### config.mk
export PLATFORM = sky130hd
export DESIGN_NAME = expression_language_lexer
export DESIGN_NICKNAME = d
export VERILOG_FILES = /design/src/rtl/core/ell_pkg.sv /design/src/rtl/core/expression_language_lexer.sv
export SDC_FILE = /design/constraint.sdc
export NUM_CORES = 1
export LEC_CHECK = 0
export BUFFER_PORTS_ARGS = -buffer_cell sky130_fd_sc_hd__clkbuf_2
export CAP_MARGIN = 20
export CORE_ASPECT_RATIO = 0.5
export CORE_MARGIN = 4
export CORE_UTILIZATION = 35
export CTS_CLUSTER_DIAMETER = 40
export DETAILED_ROUTE_END_ITERATION = 12
export SYNTH_ARGS = -nofsm -noshare
export SYNTH_HDL_FRONTEND = slang
export SYNTH_SLANG_ARGS = --single-unit
### constraint.sdc
create_clock -name clk -period 5.7 [get_ports clk]
set_input_delay 0.285 -clock clk [delete_from_list [all_inputs] [get_ports clk]]
set_output_delay 0.285 -clock clk [all_outputs]
set_load 0.01 [all_outputs]
### src/rtl/core/ell_pkg.sv
// Package for the expression language lexer: token kinds, lexer modes,
// character codes and the token record type.
// Depends on nothing; used by expression_language_lexer.
`default_nettype none

package ell_pkg;

  // Token kinds as they appear on out_token_kind.
  localparam logic [4:0] K_INT    = 5'd0;
  localparam logic [4:0] K_IDENT  = 5'd1;
  localparam logic [4:0] K_ASGN   = 5'd2;
  localparam logic [4:0] K_EQL    = 5'd3;
  localparam logic [4:0] K_OPEN   = 5'd4;
  localparam logic [4:0] K_CLOSE  = 5'd5;
  localparam logic [4:0] K_ADD    = 5'd6;
  localparam logic [4:0] K_SUB    = 5'd7;
  localparam logic [4:0] K_MUL    = 5'd8;
  localparam logic [4:0] K_DIV    = 5'd9;
  localparam logic [4:0] K_GT     = 5'd10;
  localparam logic [4:0] K_GTE    = 5'd11;
  localparam logic [4:0] K_LT     = 5'd12;
  localparam logic [4:0] K_LTE    = 5'd13;
  localparam logic [4:0] K_RET    = 5'd14;
  localparam logic [4:0] K_AND    = 5'd15;
  localparam logic [4:0] K_BWAND  = 5'd16;
  localparam logic [4:0] K_OR     = 5'd17;
  localparam logic [4:0] K_BWOR   = 5'd18;
  localparam logic [4:0] K_IF     = 5'd19;
  localparam logic [4:0] K_ELSE   = 5'd20;
  localparam logic [4:0] K_LOOP   = 5'd21;
  localparam logic [4:0] K_CALL   = 5'd22;
  localparam logic [4:0] K_FUNC   = 5'd23;
  localparam logic [4:0] K_ERROR  = 5'd24;

  // Character codes the lexer reacts to.
  localparam logic [7:0] CH_EQ      = 8'h3D;
  localparam logic [7:0] CH_OPEN    = 8'h28;
  localparam logic [7:0] CH_CLOSE   = 8'h29;
  localparam logic [7:0] CH_PLUS    = 8'h2B;
  localparam logic [7:0] CH_MINUS   = 8'h2D;
  localparam logic [7:0] CH_STAR    = 8'h2A;
  localparam logic [7:0] CH_SLASH   = 8'h2F;
  localparam logic [7:0] CH_GT      = 8'h3E;
  localparam logic [7:0] CH_LT      = 8'h3C;
  localparam logic [7:0] CH_AMP     = 8'h26;
  localparam logic [7:0] CH_BAR     = 8'h7C;
  localparam logic [7:0] CH_QUEST   = 8'h3F;
  localparam logic [7:0] CH_BANG    = 8'h21;
  localparam logic [7:0] CH_COLON   = 8'h3A;
  localparam logic [7:0] CH_AT      = 8'h40;
  localparam logic [7:0] CH_SPACE   = 8'h20;
  localparam logic [7:0] CH_TAB     = 8'h09;
  localparam logic [7:0] CH_NEWLINE = 8'h0A;

  // Lexer modes, one-hot.
  typedef enum logic [11:0] {
    MODE_IDLE    = 12'b0000_0000_0001,
    MODE_INT     = 12'b0000_0000_0010,
    MODE_IDENT   = 12'b0000_0000_0100,
    MODE_EQ      = 12'b0000_0000_1000,
    MODE_GT      = 12'b0000_0001_0000,
    MODE_LT      = 12'b0000_0010_0000,
    MODE_AMP     = 12'b0000_0100_0000,
    MODE_BAR     = 12'b0000_1000_0000,
    MODE_COLON   = 12'b0001_0000_0000,
    MODE_AT      = 12'b0010_0000_0000,
    MODE_SLASH   = 12'b0100_0000_0000,
    MODE_COMMENT = 12'b1000_0000_0000
  } mode_t;

  // One token record as it leaves the block.
  typedef struct packed {
    logic [4:0] kind;
    logic [7:0] text;
    logic       first;
    logic       last;
    logic       last_result;
  } rec_t;

  // Output queue geometry: room for two records per transfer plus slack.
  localparam int QDEPTH = 4;
  localparam int QAW    = $clog2(QDEPTH);

  function automatic logic is_digit(input logic [7:0] c);
    is_digit = (c >= 8'h30) && (c <= 8'h39);
  endfunction

  function automatic logic is_alpha(input logic [7:0] c);
    is_alpha = ((c >= 8'h61) && (c <= 8'h7A)) || ((c >= 8'h41) && (c <= 8'h5A));
  endfunction

endpackage

`default_nettype wire

### src/rtl/core/expression_language_lexer.sv
// Top level of the expression language lexer: mode decode and token queue.
// Depends on ell_pkg.
`default_nettype none

// Channel   Handshake               Payload
// in        in_valid / in_ready     in_ch, in_end_of_input
// out       out_valid / out_ready   out_token_kind, out_text_char, out_piece_first,
//                                   out_piece_last, out_last_result
//
// One byte is taken per cycle while in_ready is high; its zero, one or two
// token records are decoded in the same cycle and written into a four-entry
// output queue. in_ready is high while the queue has room for two records,
// so the input stalls only when the output side falls behind. Records leave
// at one per cycle while out_ready is high, from the queue head. Reset (rst_n
// low, synchronous) returns the mode to idle and empties the queue.
module expression_language_lexer (
  input  wire logic       clk,
  input  wire logic       rst_n,
  input  wire logic       in_valid,
  output logic            in_ready,
  input  wire logic [7:0] in_ch,
  input  wire logic       in_end_of_input,
  output logic            out_valid,
  input  wire logic       out_ready,
  output logic [4:0]      out_token_kind,
  output logic [7:0]      out_text_char,
  output logic            out_piece_first,
  output logic            out_piece_last,
  output logic            out_last_result
);

  ell_pkg::mode_t mode_r, mode_nxt;
  logic [7:0]     held_r, held_nxt;
  logic           first_r, first_nxt;

  ell_pkg::rec_t  q_r [ell_pkg::QDEPTH];
  logic [ell_pkg::QAW-1:0] wr_ptr_r, rd_ptr_r;
  logic [ell_pkg::QAW:0]   cnt_r;

  logic           in_xfer, out_xfer;
  logic [1:0]     n_rec;
  ell_pkg::rec_t  rec0, rec1;

  // Flush of the current mode.
  logic           fl_v;
  ell_pkg::rec_t  fl_rec;
  // Byte lexed from idle.
  logic           st_v;
  ell_pkg::rec_t  st_rec;
  ell_pkg::mode_t st_mode;
  logic [7:0]     st_held;
  logic           st_first;
  // Two-character completion.
  logic           pair_v;
  logic [4:0]     pair_kind;

  assign in_ready  = (cnt_r <= (ell_pkg::QAW+1)'(ell_pkg::QDEPTH - 2));
  assign in_xfer   = in_valid && in_ready;
  assign out_valid = (cnt_r != '0);
  assign out_xfer  = out_valid && out_ready;

  // Record sent by the current mode when its token ends.
  always_comb begin
    fl_v   = 1'b1;
    fl_rec = '{kind: ell_pkg::K_ERROR, text: 8'd0, first: 1'b1, last: 1'b1,
               last_result: 1'b0};
    case (mode_r)
      ell_pkg::MODE_INT: begin
        fl_rec.kind  = ell_pkg::K_INT;
        fl_rec.text  = held_r;
        fl_rec.first = first_r;
      end
      ell_pkg::MODE_IDENT: begin
        fl_rec.kind  = ell_pkg::K_IDENT;
        fl_rec.text  = held_r;
        fl_rec.first = first_r;
      end
      ell_pkg::MODE_EQ:    fl_rec.kind = ell_pkg::K_ASGN;
      ell_pkg::MODE_GT:    fl_rec.kind = ell_pkg::K_GT;
      ell_pkg::MODE_LT:    fl_rec.kind = ell_pkg::K_LT;
      ell_pkg::MODE_AMP:   fl_rec.kind = ell_pkg::K_BWAND;
      ell_pkg::MODE_BAR:   fl_rec.kind = ell_pkg::K_BWOR;
      ell_pkg::MODE_COLON: fl_rec.text = ell_pkg::CH_COLON;
      ell_pkg::MODE_AT:    fl_rec.kind = ell_pkg::K_FUNC;
      ell_pkg::MODE_SLASH: fl_rec.kind = ell_pkg::K_DIV;
      default:             fl_v = 1'b0;
    endcase
  end

  // Lexing of the incoming byte from idle.
  always_comb begin
    st_v     = 1'b0;
    st_rec   = '{kind: ell_pkg::K_ERROR, text: 8'd0, first: 1'b1, last: 1'b1,
                 last_result: 1'b0};
    st_mode  = ell_pkg::MODE_IDLE;
    st_held  = 8'd0;
    st_first = 1'b0;
    if (ell_pkg::is_digit(in_ch) || ell_pkg::is_alpha(in_ch)) begin
      st_mode  = ell_pkg::is_digit(in_ch) ? ell_pkg::MODE_INT : ell_pkg::MODE_IDENT;
      st_held  = in_ch;
      st_first = 1'b1;
    end else begin
      case (in_ch)
        ell_pkg::CH_OPEN:  begin st_v = 1'b1; st_rec.kind = ell_pkg::K_OPEN;  end
        ell_pkg::CH_CLOSE: begin st_v = 1'b1; st_rec.kind = ell_pkg::K_CLOSE; end
        ell_pkg::CH_PLUS:  begin st_v = 1'b1; st_rec.kind = ell_pkg::K_ADD;   end
        ell_pkg::CH_MINUS: begin st_v = 1'b1; st_rec.kind = ell_pkg::K_SUB;   end
        ell_pkg::CH_STAR:  begin st_v = 1'b1; st_rec.kind = ell_pkg::K_MUL;   end
        ell_pkg::CH_QUEST: begin st_v = 1'b1; st_rec.kind = ell_pkg::K_IF;    end
        ell_pkg::CH_BANG:  begin st_v = 1'b1; st_rec.kind = ell_pkg::K_ELSE;  end
        ell_pkg::CH_EQ:    st_mode = ell_pkg::MODE_EQ;
        ell_pkg::CH_GT:    st_mode = ell_pkg::MODE_GT;
        ell_pkg::CH_LT:    st_mode = ell_pkg::MODE_LT;
        ell_pkg::CH_AMP:   st_mode = ell_pkg::MODE_AMP;
        ell_pkg::CH_BAR:   st_mode = ell_pkg::MODE_BAR;
        ell_pkg::CH_COLON: st_mode = ell_pkg::MODE_COLON;
        ell_pkg::CH_AT:    st_mode = ell_pkg::MODE_AT;
        ell_pkg::CH_SLASH: st_mode = ell_pkg::MODE_SLASH;
        ell_pkg::CH_SPACE, ell_pkg::CH_TAB, ell_pkg::CH_NEWLINE: st_v = 1'b0;
        default: begin
          // Unknown byte: error token carrying the byte.
          st_v        = 1'b1;
          st_rec.text = in_ch;
        end
      endcase
    end
  end

  // Two-character operator completion for the lookahead modes.
  always_comb begin
    pair_v    = 1'b0;
    pair_kind = ell_pkg::K_ERROR;
    case (mode_r)
      ell_pkg::MODE_EQ: begin
        pair_v = (in_ch == ell_pkg::CH_EQ);    pair_kind = ell_pkg::K_EQL;
      end
      ell_pkg::MODE_GT: begin
        pair_v = (in_ch == ell_pkg::CH_EQ);    pair_kind = ell_pkg::K_GTE;
      end
      ell_pkg::MODE_LT: begin
        pair_v    = (in_ch == ell_pkg::CH_MINUS) || (in_ch == ell_pkg::CH_EQ);
        pair_kind = (in_ch == ell_pkg::CH_MINUS) ? ell_pkg::K_RET : ell_pkg::K_LTE;
      end
      ell_pkg::MODE_AMP: begin
        pair_v = (in_ch == ell_pkg::CH_AMP);   pair_kind = ell_pkg::K_AND;
      end
      ell_pkg::MODE_BAR: begin
        pair_v = (in_ch == ell_pkg::CH_BAR);   pair_kind = ell_pkg::K_OR;
      end
      ell_pkg::MODE_COLON: begin
        pair_v = (in_ch == ell_pkg::CH_COLON); pair_kind = ell_pkg::K_LOOP;
      end
      ell_pkg::MODE_AT: begin
        pair_v = (in_ch == ell_pkg::CH_AT);    pair_kind = ell_pkg::K_CALL;
      end
      default: pair_v = 1'b0;
    endcase
  end

  // Mode update and assembly of the records caused by this byte.
  always_comb begin
    logic          use_flush;
    logic          use_start;
    logic          single_v;
    ell_pkg::rec_t single;
    use_flush = 1'b0;
    use_start = 1'b0;
    single_v  = 1'b0;
    single    = '{kind: pair_kind, text: 8'd0, first: 1'b1, last: 1'b1,
                  last_result: 1'b0};
    mode_nxt  = mode_r;
    held_nxt  = held_r;
    first_nxt = first_r;

    if (in_end_of_input) begin
      use_flush = 1'b1;
      mode_nxt  = ell_pkg::MODE_IDLE;
      held_nxt  = 8'd0;
      first_nxt = 1'b0;
    end else begin
      case (mode_r)
        ell_pkg::MODE_INT, ell_pkg::MODE_IDENT: begin
          if (ell_pkg::is_digit(in_ch) ||
              ((mode_r == ell_pkg::MODE_IDENT) && ell_pkg::is_alpha(in_ch))) begin
            // Text continues: send the held character, hold the new one.
            single_v     = 1'b1;
            single.kind  = (mode_r == ell_pkg::MODE_INT) ? ell_pkg::K_INT
                                                         : ell_pkg::K_IDENT;
            single.text  = held_r;
            single.first = first_r;
            single.last  = 1'b0;
            held_nxt     = in_ch;
            first_nxt    = 1'b0;
          end else begin
            use_flush = 1'b1;
            use_start = 1'b1;
          end
        end
        ell_pkg::MODE_EQ, ell_pkg::MODE_GT, ell_pkg::MODE_LT, ell_pkg::MODE_AMP,
        ell_pkg::MODE_BAR, ell_pkg::MODE_COLON, ell_pkg::MODE_AT: begin
          if (pair_v) begin
            single_v = 1'b1;
            mode_nxt = ell_pkg::MODE_IDLE;
          end else begin
            use_flush = 1'b1;
            use_start = 1'b1;
          end
        end
        ell_pkg::MODE_SLASH: begin
          if (in_ch == ell_pkg::CH_SLASH) begin
            mode_nxt = ell_pkg::MODE_COMMENT;
          end else begin
            use_flush = 1'b1;
            use_start = 1'b1;
          end
        end
        ell_pkg::MODE_COMMENT: begin
          if (in_ch == ell_pkg::CH_NEWLINE) begin
            mode_nxt = ell_pkg::MODE_IDLE;
          end
        end
        default: use_start = 1'b1;
      endcase
    end

    if (use_start) begin
      mode_nxt  = st_mode;
      held_nxt  = st_held;
      first_nxt = st_first;
    end

    // Order the records: flushed token first, then the new byte's token.
    rec0  = single;
    rec1  = st_rec;
    n_rec = 2'd0;
    if (single_v) begin
      n_rec = 2'd1;
    end else if (use_flush && fl_v && use_start && st_v) begin
      rec0  = fl_rec;
      n_rec = 2'd2;
    end else if (use_flush && fl_v) begin
      rec0  = fl_rec;
      n_rec = 2'd1;
    end else if (use_start && st_v) begin
      rec0  = st_rec;
      n_rec = 2'd1;
    end

    if (n_rec == 2'd2) begin
      rec1.last_result = 1'b1;
    end else begin
      rec0.last_result = 1'b1;
    end
  end

  // Lexer state registers.
  always_ff @(posedge clk) begin
    if (!rst_n) begin
      mode_r  <= ell_pkg::MODE_IDLE;
      held_r  <= 8'd0;
      first_r <= 1'b0;
    end else if (in_xfer) begin
      mode_r  <= mode_nxt;
      held_r  <= held_nxt;
      first_r <= first_nxt;
    end
  end

  // Output queue: up to two records written per input transfer.
  always_ff @(posedge clk) begin
    if (in_xfer && (n_rec != 2'd0)) begin
      q_r[wr_ptr_r] <= rec0;
    end
    if (in_xfer && (n_rec == 2'd2)) begin
      q_r[wr_ptr_r + ell_pkg::QAW'(1)] <= rec1;
    end
  end

  always_ff @(posedge clk) begin
    if (!rst_n) begin
      wr_ptr_r <= '0;
      rd_ptr_r <= '0;
      cnt_r    <= '0;
    end else begin
      if (in_xfer) begin
        wr_ptr_r <= wr_ptr_r + ell_pkg::QAW'(n_rec);
      end
      if (out_xfer) begin
        rd_ptr_r <= rd_ptr_r + ell_pkg::QAW'(1);
      end
      cnt_r <= cnt_r + (in_xfer ? (ell_pkg::QAW+1)'(n_rec) : '0)
                     - (out_xfer ? (ell_pkg::QAW+1)'(1) : '0);
    end
  end

  // Queue head drives the result ports.
  assign out_token_kind  = q_r[rd_ptr_r].kind;
  assign out_text_char   = q_r[rd_ptr_r].text;
  assign out_piece_first = q_r[rd_ptr_r].first;
  assign out_piece_last  = q_r[rd_ptr_r].last;
  assign out_last_result = q_r[rd_ptr_r].last_result;

endmodule

`default_nettype wire
==> After elaboration in Yosys (flattened, before gate mapping) <==
Memories as Yosys holds them, arrays and structs flattened. A register that Yosys moved wholly into a read port is not among the register bits.
Cells that the tools add are included.
{ "totals": {"reg_bits": 28, "latch_bits": 0, "ramBits": 64, "mem_bits_ro": 0, "input_bits": 13, "out_inout_bits": 18, "elab_cells": 145, "n_memories": 1} }
{ "mem_list": {"columns": ["memory", "depth", "width", "read_ports", "rd_clocked_by_memory_dff", "write_ports", "line_no", "text"], "rows": [
  ["q_r", 4, 16, 1, 1, 2, "expression_language_lexer.sv:36", "ell_pkg::rec_t q_r [ell_pkg::QDEPTH];"]
]} }
{ "op_classes": {"n_addsub": 5, "n_mul": 0, "div_mod_pow": 0, "n_lt_le_gt_ge": 7, "eq_ne": 33, "shift": 0, "mux": 64, "bitwise": 0, "n_reduce_logical": 29} }
{ "ops": {"columns": ["op", "count"], "rows": [
  ["8-bit by 6-bit equality test with 1-bit output, second input constant", 14],
  ["11-bit one-hot mux with 8 select lines", 1],
  ["5-bit one-hot mux with 7 select lines", 2],
  ["16-bit two-way mux", 4],
  ["12-bit two-way mux", 5],
  ["8-bit two-way mux", 6],
  ["15-bit two-way mux", 3],
  ["5-bit one-hot mux with 9 select lines", 1],
  ["12-bit one-hot mux with 3 select lines", 1],
  ["1-bit two-way mux", 27],
  ["18-bit OR reduction", 1],
  ["8-bit by 4-bit equality test with 1-bit output, second input constant", 2],
  ["8-bit by 7-bit equality test with 1-bit output, second input constant", 2],
  ["8-bit by 7-bit >= comparator with 1-bit output, second input constant", 2],
  ["8-bit by 7-bit less-or-equal comparator with 1-bit output, second input constant", 2],
  ["8-bit one-hot mux with 2 select lines", 1],
  ["13-bit two-way mux", 1],
  ["12-bit by 10-bit equality test with 1-bit output, second input constant", 1],
  ["12-bit by 11-bit equality test with 1-bit output, second input constant", 1],
  ["12-bit equality test, second input constant", 1],
  ["12-bit by 2-bit equality test with 1-bit output, second input constant", 1],
  ["12-bit by 3-bit equality test with 1-bit output, second input constant", 1],
  ["12-bit by 4-bit equality test with 1-bit output, second input constant", 1],
  ["12-bit by 5-bit equality test with 1-bit output, second input constant", 1],
  ["31 further kinds", 56]
]} }

==> Logic depth before layout (Yosys ltp) <==
{ "logic_depth": {"depth_word": 17, "depth_mapped": 19, "mapped_depth_nobuf": 16} }

==> Least setup slack after synthesis <==
Ideal clock, no wire load.
{ "synth_path": {"path_type": "register to register", "from": "register mode_r[0]", "to": "register cnt_r[2] (netlist name)", "setup_time_ns": 0.115, "arrival_ns": 3.670, "required_ns": 5.585, "slack_ns": 1.915, "path_stages_with_launch": 20, "path_buffers": 3, "synth_period_minus_slack_ns": 3.785, "cell_sequence": "dfxtp_1 buf_2 or4_1 buf_2 nor3_2 o211ai_1 o2111a_2 o31ai_4 buf_6 nand3_2 and2_1 nand2_1 ha_1 inv_1 ha_1 inv_1 fa_1 xor2_1 xnor2_1 and2_1"} }
{ "synth_via": {"elab_chain_cells": 14, "word_cells_on_any_way": 40, "cone_classes": "add/sub: 2; eq/ne: 11; mux: 17; reduce/logical: 10"} }
{ "synth_rtl": {"columns": ["element", "line_no", "text"], "rows": [
  ["start, declared", "expression_language_lexer.sv:32", "ell_pkg::mode_t mode_r, mode_nxt;"],
  ["start signal, assigned", "expression_language_lexer.sv:259", "mode_r <= ell_pkg::MODE_IDLE;"],
  ["start signal, assigned", "expression_language_lexer.sv:263", "mode_r <= mode_nxt;"],
  ["12-bit by 4-bit equality test with 1-bit output (tied with other cells)", "expression_language_lexer.sv:67, expression_language_lexer.sv:133, expression_language_lexer.sv:181", null],
  ["2-bit OR reduction (no source line) or 1-bit logical AND (tied branches)", null, null],
  ["1-bit one-hot mux with 6 select lines or 1-bit logical OR (tied branches)", "expression_language_lexer.sv:133, expression_language_lexer.sv:183", null],
  ["1-bit two-way mux (on tied branches)", "expression_language_lexer.sv:201, expression_language_lexer.sv:183", null],
  ["1-bit one-hot mux with 4 select lines or 1-bit one-hot mux with 3 select lines (tied branches)", "expression_language_lexer.sv:181", "case (mode_r)"],
  ["1-bit two-way mux", "expression_language_lexer.sv:175", "if (in_end_of_input) begin"],
  ["1-bit logical AND (on tied branches)", "expression_language_lexer.sv:244, expression_language_lexer.sv:238, expression_language_lexer.sv:241", null],
  ["1-bit two-way mux or 1-bit logical AND (tied branches)", "expression_language_lexer.sv:244, expression_language_lexer.sv:238", null],
  ["1-bit two-way mux or 1-bit logical AND (tied branches)", "expression_language_lexer.sv:241, expression_language_lexer.sv:238", null],
  ["2-bit two-way mux", "expression_language_lexer.sv:238", "end else if (use_flush && fl_v && use_start && st_v) begin"],
  ["2-bit two-way mux (*)", "expression_language_lexer.sv:236", "if (single_v) begin"],
  ["2-bit two-way mux (*)", "expression_language_lexer.sv:291", "cnt_r <= cnt_r + (in_xfer ? (ell_pkg::QAW+1)'(n_rec) : '0)"],
  ["3-bit by 2-bit adder with 3-bit output (*)", "expression_language_lexer.sv:291", null],
  ["3-bit by 1-bit subtractor with 3-bit output (*)", "expression_language_lexer.sv:292", "- (out_xfer ? (ell_pkg::QAW+1)'(1) : '0);"],
  ["end signal, assigned", "expression_language_lexer.sv:291", null],
  ["end, declared", "expression_language_lexer.sv:38", "logic [ell_pkg::QAW:0] cnt_r;"]
]} }
Every way passes the cells marked *; elsewhere a longest branch is shown, timed or not.
A chain may end at the register's enable or synchronous reset.

==> Worst setup path after layout <==
{ "layout_path": {"from": "register mode_r[8]", "to": "register cnt_r[2] (netlist name)"} }
The elaborated chain is that of the path after synthesis.

==> impl_metrics.csv <==
group,metric,value,unit
worst_setup_path,required,5950,ps
route,num_vias,5129,
timing,final.min_clock_period,4560,ps
yosys,syn-cell-area,6000,sq um
layout,finalInstanceArea,6530,sq um
layout,regArea,2440,sq um
layout,num-nets-final,623,
run,drv_cap,0,
yosys,synthTopCellsByArea,"edfxtp_1 28%, dfxtp_1 13%, mux4_2 6.0%",
layout,area_growth,8.84,%
global_routing,grt_pass1_wl,27800,um
worst_setup_path,startpoint_type,"flop",
floorplanning,dieArea,19400,sq um
global_routing,antenna_found_initial,0,
route,ant_nets,0,
clock_tree,cts_buffers,9,
clock_tree,clock_latency,350,ps
route,wl,17500,um
route,vias_per_cell,6.13,
floorplanning,die_width,193,um
clock_tree,hold_buffers,0,
worst_setup_path,worstPathMaxFanout,11,
place,gp_congestion,0.866,
yosys,ys_ff_latch,94,
layout,multi_input_area,3300,sq um
timing,rsz0062_at_grt,"false",
hold_path,holdCritStartpoint,"in_ch[5]",
yosys,ys_types,89,
clock_tree,cts_tree,"yes",
power,ir_drop,0.145,mV
clock_tree,clock-sinks,94,
floorplanning,die_y,101,um
clock_tree,ctsRootBufferMaster,"clkbuf_16",
yosys,synth_most_common_cell,"nand2_1",
timing,worst_pin_slew,904,ps
yosys,synth_top_area_share,28.0,%
route,dr.first_iter.drc_count,661,
yosys,synthFlopType,"edfxtp_1",
floorplanning,rows,33,
worst_setup_path,critPathKind,"reg -> reg",
route,drtPass1Iterations,5,
yosys,ys_async_sr_fraction,0,%
hold_path,min_to,"held_r[5]",
place,io_buffers,30,
floorplanning,pin_count,31,
clock_tree,htree_levels,3,
layout,diodes,0,
worst_setup_path,reg2reg_setup_slack,1140,ps
run_status,status,"finished clean",
place,dpl_cell_area,6240,sq um
timing,setup_violations,0,
floorplanning,initial_core_util,36.1,%
timing,post-route-period-util,80.0,%
floorplanning,core,16600,sq um
timing,finalSetupTns,0,ps
timing,skew,10.1,ps
timing,fmax,219,MHz
worst_setup_path,r2r_start,"mode_r[8]",
yosys,synth_fp_nets,624,
yosys,syn_inst,606,
worst_setup_path,r2r_cells,16,
hold_path,min_path_type,"in -> reg",
power,static-leakage-power,0.00220,uW
clock_tree,clk_pin_slew,80,ps
yosys,seq_area_frac_synth,40.7,%
route,route.detailed.drc,0,
clock_tree,clockBufferDepth,2,
hold_path,holdPathStages,2,
layout,postLayoutCoreUtil,39.3,%
timing,slew_headroom,39.3,%
worst_setup_path,crit_arrival,4810,ps
power,p_per_area,291,nW/um^2
yosys,synth.avg_cell_area,9.90,sq um
yosys,synth_enable_flop_cells,56,
layout,drive_above_1_share,16.9,%
timing,hold_viol_final,0,
global_routing,gr-total-overflow,0,
timing,final_max_slew_viol_count,0,
yosys,ys_top_cells_by_count,"61 x nand2_1, 56 x edfxtp_1, 40 x o22ai_1",
worst_setup_path,r2r_end,"cnt_r[2]",
global_routing,grt_max_degree,30,
global_routing,grt_pass1_vias,4757,
route,wl_per_cell,21.0,um
yosys,yosysTopAreaCell,"edfxtp_1",
worst_setup_path,crit_path_end_kind,"flop",
clock_tree,post_cts_buffers,0,
clock_tree,cts-resized-gates,0,
global_routing,track_usage,18.4,%
yosys,yosysWarnings,0,
layout,nFillCells,1671,
place,dp_hpwl,12600,um
## where the power goes
part	switching, uW	internal, uW	total (uW)
combinational	280	210	489
sequential	37.0	767	804
clock	297	306	603
## through the flow
stage          setup slack [ps]  power, uW  hold WS (ps)  std cells
4_1_cts                    1170       1910           336        837
6_report                   1140       1900           354        837
2_1_floorplan              1910       1170           438        606
5_1_grt                     736       1990           370        837
3_5_place_dp               1050       1310           451        821
3_3_place_gp               1150       1310           446        821
## worst max path at each step
stage | startpoint | slack (ps) | end | depth (start not counted)
after detailed placement | in_ch[4] | 1050 | cnt_r[2] | 17
after global placement | in_ch[4] | 1150 | cnt_r[2] | 17
after CTS | mode_r[6] | 1170 | cnt_r[2] | 16
final | mode_r[8] | 1140 | cnt_r[2] | 16
after floorplan | mode_r[0] | 1910 | cnt_r[2] | 19
after global routing | mode_r[6] | 740 | cnt_r[2] | 16
## worst max-delay path, cell delays in order (launching register included)
cell      delay (ps)
dfxtp_1          430
nor4_4           600
nand4_1          370
o22a_1           280
o2111a_2         230
o31ai_4          690
nand3_2          290
and2_1           240
nand2_1           70
ha_1             220
inv_1             60
ha_1             130
inv_1             40
fa_1             370
xor2_1           170
xnor2_1          130
and2_1           150
## placed cells by master (no fill, tap or decap), drive strengths merged, types with 10 or more instances in the layout
cell	instances
a21oi	17
a32o	10
and2	15
and3	12
clkbuf	39
dfxtp	38
edfxtp	56
inv	15
mux4	16
nand2	61
nand3	27
nor2	33
nor3	25
nor4b	10
o21ai	41
o22ai	40
## per-layer routing
layer	track usage, %	wire length, um
met1	27.1	8170
met2	28.3	7770
met3	2.94	1400
met4	4.46	202
met5	0	0
## logic make-up (layout without fill, tap and decap cells)
logic type	after synthesis	in the layout	synth area share, %
buffers and inverters	56	60	4.26
xor gates and xnor gates	11	11	1.61
adders and majority gates	5	5	1.17
DFF	94	94	40.7
muxes	20	20	6.68
AOI/OAI and AO/OA	175	175	21.7
and+or+nand+nor	245	245	23.8
## final cells by class
class / count / share of cell area, %
multi-input cells: 456 / 50.6
repair buffers: 33 / 2.64
well taps: 227 / 4.35
inverters: 11 / 0.632
clock inverters: 7 / 0.958
flip-flops and latches: 94 / 37.4
clock buffers: 9 / 3.45
## sequential cells by signal (all words and copies together), names as in the netlist, named ones only
signal	count
first_r	1
q_r	64
mode_r	12
rd_ptr_r	2
cnt_r	3
held_r	8
wr_ptr_r	2
Note: power is estimated with default switching activity, not from simulation.
